## src/hw/rtl/dpf_pkg.sv

```systemverilog
// Shared constants, types and helper functions of the dark pixel fill block.
`default_nettype none

package dpf_pkg;

    localparam int MAX_WIDTH   = 1024;
    localparam int MAX_HEIGHT  = 1024;
    localparam int STORE_DEPTH = 2 * MAX_WIDTH + 4;
    localparam int ADDR_W      = $clog2(STORE_DEPTH);

    localparam int CFG_W       = 11;
    localparam int CFG_IDX_W   = 2;
    localparam int IMAGE_WIDTH_RESET  = 1024;
    localparam int IMAGE_HEIGHT_RESET = 1024;

    localparam int NCH    = 3;
    localparam int CH_W   = 8;
    localparam int CH_MAX = (1 << CH_W) - 1;
    localparam int POS_W  = 10;

    localparam int COL_W  = $clog2(MAX_WIDTH);
    localparam int ROW_W  = $clog2(MAX_HEIGHT);
    localparam int LIM_W  = ($clog2(MAX_WIDTH + 1) > $clog2(MAX_HEIGHT + 1)) ?
                            $clog2(MAX_WIDTH + 1) : $clog2(MAX_HEIGHT + 1);
    localparam int DIM_W  = ((LIM_W > CFG_W) ? LIM_W : CFG_W) + 1;
    localparam int PEND_W = $clog2(MAX_WIDTH + 3);

    localparam int NB_COUNT  = 8;
    localparam int K_LIMIT   = 3;
    localparam int K_W       = $clog2(NB_COUNT + 1);
    localparam int SUM_W     = $clog2(NB_COUNT * CH_MAX + 1);
    localparam int DIV_CNT_W = $clog2(SUM_W + 1);

    typedef logic [ADDR_W-1:0]              addr_t;
    typedef logic [ADDR_W:0]                addr_x_t;
    typedef logic [CFG_W-1:0]               cfg_t;
    typedef logic [CFG_IDX_W-1:0]           cfg_idx_t;
    typedef logic [DIM_W-1:0]               dim_t;
    typedef logic [PEND_W-1:0]              pend_t;
    typedef logic [COL_W-1:0]               col_t;
    typedef logic [ROW_W-1:0]               row_t;
    typedef logic [POS_W-1:0]               pos_t;
    typedef logic [CH_W-1:0]                ch_t;
    typedef logic [NCH-1:0][CH_W-1:0]       pix_t;
    typedef logic [K_W-1:0]                 k_t;
    typedef logic [SUM_W-1:0]               sum_t;
    typedef logic [NCH-1:0][SUM_W-1:0]      sums_t;
    typedef logic [NCH-1:0][K_W-1:0]        rems_t;
    typedef logic [DIV_CNT_W-1:0]           div_cnt_t;

    localparam cfg_idx_t REG_IMAGE_WIDTH  = cfg_idx_t'(0);
    localparam cfg_idx_t REG_IMAGE_HEIGHT = cfg_idx_t'(1);

    typedef struct packed {
        logic accept;
        logic rd_center;
        logic check;
        logic gather;
        logic div_start;
        logic div_step;
        logic write_back;
        logic finish;
    } dpf_cmd_t;

    typedef struct packed {
        logic emit_req;
        logic repair;
        logic gather_last;
        logic k_ok;
        logic div_done;
        logic out_free;
    } dpf_status_t;

    function automatic dim_t eff_dim(cfg_t v, dim_t limit);
        dim_t x;
        x = dim_t'(v);
        if (x == '0)
            x = dim_t'(1);
        else if (x > limit)
            x = limit;
        return x;
    endfunction

    function automatic addr_t sub_mod(addr_t a, addr_x_t b);
        addr_x_t d;
        d = addr_x_t'(a) - b;
        if (d[ADDR_W])
            d = d + addr_x_t'(STORE_DEPTH);
        return d[ADDR_W-1:0];
    endfunction

    function automatic addr_t add_mod(addr_t a, addr_t b);
        addr_x_t s;
        s = addr_x_t'(a) + addr_x_t'(b);
        if (s >= addr_x_t'(STORE_DEPTH))
            s = s - addr_x_t'(STORE_DEPTH);
        return s[ADDR_W-1:0];
    endfunction

    function automatic pos_t to_pos(logic [31:0] v);
        return v[POS_W-1:0];
    endfunction

endpackage

`default_nettype wire

```

## src/hw/rtl/dpf_ctrl.sv

```systemverilog
// Controller state machine sequencing one input transaction at a time.
`default_nettype none

module dpf_ctrl (
    input  logic                  clk,
    input  logic                  rst_n,
    input  logic                  in_valid,
    output logic                  in_ready,
    input  dpf_pkg::dpf_status_t  status,
    output dpf_pkg::dpf_cmd_t     cmd
);
    import dpf_pkg::*;

    typedef enum logic [8:0] {
        S_IDLE   = 9'b000000001,
        S_ADDR   = 9'b000000010,
        S_CHECK  = 9'b000000100,
        S_GATHER = 9'b000001000,
        S_DRAIN  = 9'b000010000,
        S_DECIDE = 9'b000100000,
        S_DIVIDE = 9'b001000000,
        S_WBACK  = 9'b010000000,
        S_FINISH = 9'b100000000
    } state_t;

    state_t state_reg;
    state_t state_next;

    always_comb
    begin
        state_next = state_reg;
        cmd        = '0;
        in_ready   = 1'b0;
        unique case (state_reg)
            S_IDLE:
            begin
                in_ready = 1'b1;
                if (in_valid)
                begin
                    cmd.accept = 1'b1;
                    state_next = status.emit_req ? S_ADDR : S_FINISH;
                end
            end
            S_ADDR:
            begin
                cmd.rd_center = 1'b1;
                state_next    = S_CHECK;
            end
            S_CHECK:
            begin
                cmd.check  = 1'b1;
                state_next = status.repair ? S_GATHER : S_FINISH;
            end
            S_GATHER:
            begin
                cmd.gather = 1'b1;
                if (status.gather_last)
                    state_next = S_DRAIN;
            end
            S_DRAIN:
                state_next = S_DECIDE;
            S_DECIDE:
            begin
                if (status.k_ok)
                begin
                    cmd.div_start = 1'b1;
                    state_next    = S_DIVIDE;
                end
                else
                    state_next = S_FINISH;
            end
            S_DIVIDE:
            begin
                if (status.div_done)
                    state_next = S_WBACK;
                else
                    cmd.div_step = 1'b1;
            end
            S_WBACK:
            begin
                cmd.write_back = 1'b1;
                state_next     = S_FINISH;
            end
            S_FINISH:
            begin
                if (status.out_free)
                begin
                    cmd.finish = 1'b1;
                    state_next = S_IDLE;
                end
            end
            default:
                state_next = S_IDLE;
        endcase
    end

    always_ff @(posedge clk or negedge rst_n)
    begin
        if (!rst_n)
            state_reg <= S_IDLE;
        else
            state_reg <= state_next;
    end

endmodule

`default_nettype wire

```

## config.mk

```make
export PLATFORM = sky130hd
export DESIGN_NAME = dpf_ctrl
export DESIGN_NICKNAME = d
export VERILOG_FILES = /design/src/hw/rtl/dpf_pkg.sv /design/src/hw/rtl/dpf_ctrl.sv
export SDC_FILE = /design/constraint.sdc
export NUM_CORES = 1
export LEC_CHECK = 0
export ABC_AREA = 1
export BUFFER_PORTS_ARGS = -buffer_cell sky130_fd_sc_hd__buf_2
export CAP_MARGIN = 0
export CORE_AREA = 2 2 39 41
export CTS_BUF_LIST = sky130_fd_sc_hd__clkbuf_16
export DETAILED_ROUTE_END_ITERATION = 8
export DIE_AREA = 0 0 41 43
export GPL_TIMING_DRIVEN = 0
export PLACE_DENSITY_LB_ADDON = 0.08
export SYNTH_ARGS = -nofsm -noshare
export SYNTH_HDL_FRONTEND = slang
export SYNTH_SLANG_ARGS = --single-unit
```

## constraint.sdc

```tcl
create_clock -name clk -period 2.3 [get_ports clk]
set_input_delay 0.115 -clock clk [delete_from_list [all_inputs] [get_ports clk]]
set_output_delay 0.115 -clock clk [all_outputs]
set_load 0.03 [all_outputs]
```

# ---- Yosys cells after proc, flatten, opt, wreduce, memory -nomap -nowiden
# Index checks and enable logic that the tools add are counted.
dict set report totals {
  register_bits 9
  inputBits 9
  out_inout_bits 9
  wordCells 36
}
dict set report op_classes {
  n_eq_ne 13
  muxes 21
  reduce_logical 1
}
# operator count
set ops {}
lappend ops {{case mux 9 bit (9 select lines)} 1}
lappend ops {{two-way mux 9 bit} 7}
lappend ops {{two-way mux 1 bit} 13}
lappend ops {{== test 9 x 1 -> 1 bit, second input constant} 1}
lappend ops {{== test 9 x 2 -> 1 bit, second input constant} 1}
lappend ops {{== test 9 x 3 -> 1 bit, second input constant} 1}
lappend ops {{== test 9 x 4 -> 1 bit, second input constant} 1}
lappend ops {{== test 9 x 5 -> 1 bit, second input constant} 1}
lappend ops {{== test 9 x 6 -> 1 bit, second input constant} 1}
lappend ops {{== test 9 x 7 -> 1 bit, second input constant} 1}
lappend ops {{== test 9 x 8 -> 1 bit, second input constant} 1}
lappend ops {{== test 9 bit, second input constant} 1}
lappend ops {{!= test 2 bit, second input constant} 4}
lappend ops {{AND reduction 4 bit} 1}

# ---- Longest topological paths before layout
dict set report logic_depth {
  ltp_word 3
  mapped_depth 9
  ltp_nobuf 9
}

# ---- Worst setup path after synthesis
# OpenSTA, ideal clock, no wires.
dict set report synth_timing {
  path_kind {reg2out}
  startpoint {reg state_reg[0]}
  endpoint {out cmd[7] in the netlist's numbering}
  arrival_ps 1203
  required_time_ps 2185
  slack_ps 982
  stages_incl_launch_ff 5
  path_buffers 0
  path_cell_list {dfstp_2 nand3_1 nor2_2 nand2_2 nor2_1}
}
# element line_no
set synth_rtl {}
lappend synth_rtl {{from (decl)} dpf_ctrl.sv:26} ;# state_t state_reg;
lappend synth_rtl {{from (signal assigned)} dpf_ctrl.sv:102} ;# state_reg <= state_next;
lappend synth_rtl {{to (decl)} dpf_ctrl.sv:10} ;# output dpf_pkg::dpf_cmd_t cmd

==> results by group <==
Status
  – Status: completed

Worst setup path
  – Reg2Reg Setup Slack: 0.89 ns
  – R2r startpoint: state_reg[0]$_DFFE_PN1P_
  – Worst-path fanout max: 5
  – Worst setup EP type: primary output
  – R2r endpoint: state_reg[8]$_DFFE_PN0P_
  – Crit path launch type: flop
  – CP arrival: 1.50 ns
  – Worst reg2reg path depth: 9
  – CP Data Required Time: 2.18 ns
  – Crit path kind: reg -> out
  – Worst Setup SP: state_reg[5]$_DFFE_PN0P_
  – CP endpoint: cmd[6]

Layout
  – Most common cell after layout, fill and taps aside: inv_1
  – Ant diodes: 0
  – Area grow syn2layout: 28.8%
  – Max reg flops: 9
  – Final net count: 142
  – Share of cells above drive strength 1: 28.0%
  – Most frequent cells in the layout: inv_1, nand2_1, buf_2

Yosys
  – Synth Net Count: 119
  – Synth Area per Inst: 6.13 µm²
  – Ys Warns: 0
  – Mapped Cells: 110
  – Synth Register Bits: 9
  – Sequential element share of the synthesized area: 33.6%
  – Post-synth cell types: 15
  – Cell Area, Synth: 674 µm²

Timing
  – Clock Skews: 0.00122 ns
  – Slew headroom: 83.7%
  – Slew Viols, Final: 0
  – WHS: 0.127 ns
  – # setup viols final: 0
  – Tcrit/Tclk final: 70.0%
  – Worst Tran Pin Value: 0.243 ns
  – Fmax: 0.621 GHz
  – Unrepaired setup endpoints after global routing: no
  – Fin. Hold Viols: 0
  – Post-route minimum period: 1.61 ns
  – Setup tns final: 0 ns

Route
  – Total routed wirelength: 1510 µm
  – DRC viols: 0
  – WL per Instance: 10.2 µm
  – Vias: 707
  – DR iter-0 viols: 11
  – Initial DRT Pass Iterations: 4
  – Via density: 4.78
  – Routed Antenna Nets: 0

Global routing
  – Number of global-route vias before repair: 649
  – Largest net degree at the start of global routing: 10
  – Global Route Usage Sum: 21.5%
  – GR Overflow Total: 0
  – Initial antenna violation count: 0
  – First-pass GRT wire length: 2530 µm

Floorplan
  – FP Rows: 14
  – Die Y: 43 µm
  – Die Width: 41 µm
  – Initial Utilization: 48.7%
  – # IOs: 18
  – Die ar.: 1760 µm²
  – Core area: 1380 µm²

Power
  – Int Power: 583 µW
  – Switching power: 454 µW
  – Switching Share: 43.8%
  – Gate power share: 48.3%
  – Clock power share: 29.3%
  – Pwr dens: 1190 nW/µm²
  – Tot Pwr: 1.04 mW
  – Flop pwr share: 22.3%
  – Static leakage: 0.609 nW
  – Peak VDD IR: 0.000621 V

Clock tree
  – CTS tree: built
  – Postcts setup bufs: 0
  – Maximum root-to-sink buffer count: 2
  – CTS resizes: 0
  – # hold bufs at CTS: 1
  – Clk slew on worst S/H paths: 0.04 ns
  – Inserted Clock Buffers: 3
  – Clock Sinks: 9
  – Later-pin clock latency in the skew report: 0.23 ns
  – H-tree levels: 1
  – Root Driver: clkbuf_16

Job
  – Maxcap violations: 0

Worst hold path
  – Hold Path Class: in -> reg

Placed design
  – PortBufs: 17
  – Dpl hpwl: 1220 µm
  – Gpl congestion: 0.780
[kinds of logic (layout without fill, tap and decap cells)]
kind of cell	count (synthesis)	after routing	synth area share (%)
flip-flops	9	9	33.6
buffers and inverters	31	53	17.8
AND/OR/NAND/NOR	68	68	47.1
AO/OA/AOI/OAI	2	2	1.48
[metal layers]
| layer | share of wire, % | track usage (%) | up-vias |
|---|---|---|---|
| met5 | 0 | 0 | - |
| met4 | 1.5 | 10.0 | 0 |
| met3 | 3.2 | 3.14 | 3 |
| met2 | 48 | 34.4 | 19 |
| met1 | 47 | 26.8 | 315 |
| li1 | - | - | 370 |
[stage by stage]
| stage | cell area (µm²) | std cells | utilization (%) | setup WS [ns] |
|---|---|---|---|---|
| 2_1_floorplan | 674 | 110 | - | 0.982 |
| 3_3_place_gp | 779 | 143 | 56.3 | 0.918 |
| 3_5_place_dp | 779 | 143 | 56.3 | 0.883 |
| 4_1_cts | 868 | 148 | 62.7 | 0.706 |
| 5_1_grt | 868 | 148 | 62.7 | 0.611 |
| 6_report | 868 | 148 | 62.7 | 0.689 |
[power by group through the flow]
stage               registers, mW  clock network (mW)  logic (mW)
floorplan                   0.224                   0       0.398
global placement            0.232                   0       0.491
detailed placement          0.233                   0       0.497
CTS                         0.231               0.308       0.502
global route                0.235               0.313       0.558
finish                      0.232               0.304       0.501
[worst min path at each step]
stage                     startpoint                       end  slack (ns)  cells after the start
after global placement         rst_n  state_reg[6]$_DFFE_PN0P_       -0.02                      1
after detailed placement       rst_n  state_reg[6]$_DFFE_PN0P_       -0.02                      1
after CTS                  status[5]  state_reg[1]$_DFFE_PN0P_        0.12                      3
after floorplan                rst_n  state_reg[1]$_DFFE_PN0P_       -0.18                      0
final                      status[5]  state_reg[1]$_DFFE_PN0P_        0.13                      3
after global routing       status[5]  state_reg[1]$_DFFE_PN0P_        0.15                      3
[worst max-delay path, cell delays in order, from the launching register on]
cell and delay (ns):
dfrtp_1 0.41, nor2_2 0.16, nand2_2 0.10, inv_2 0.10, nand3_1 0.13, inv_1 0.09
buf_4 0.10, buf_2 0.18
[layout make-up]
| class | instances | area [µm²] |
|---|---|---|
| Clock inverter | 1 | 3.75 |
| Buffer | 1 | 7.51 |
| Timing Repair Buffer | 18 | 95.1 |
| Multi-Input combinational cell | 70 | 328 |
| Clock buffer | 3 | 75.1 |
| Inverter | 30 | 113 |
| Tap cell | 16 | 20.0 |
| Sequential cell | 9 | 226 |
| Fill cell | 139 | 515 |
[cells in the mapped netlist (all sizes together)]
cell	number	area share, %
nand3	14	11
dfstp	1	3.9
dfrtp	8	30
inv	30	17
nand2	28	17
nor2	21	15
buf	1	1.1
o21ai	2	1.5
nor3	4	3.0
nand4	1	0.93
No activity file was read; power rests on OpenSTA's default activity.
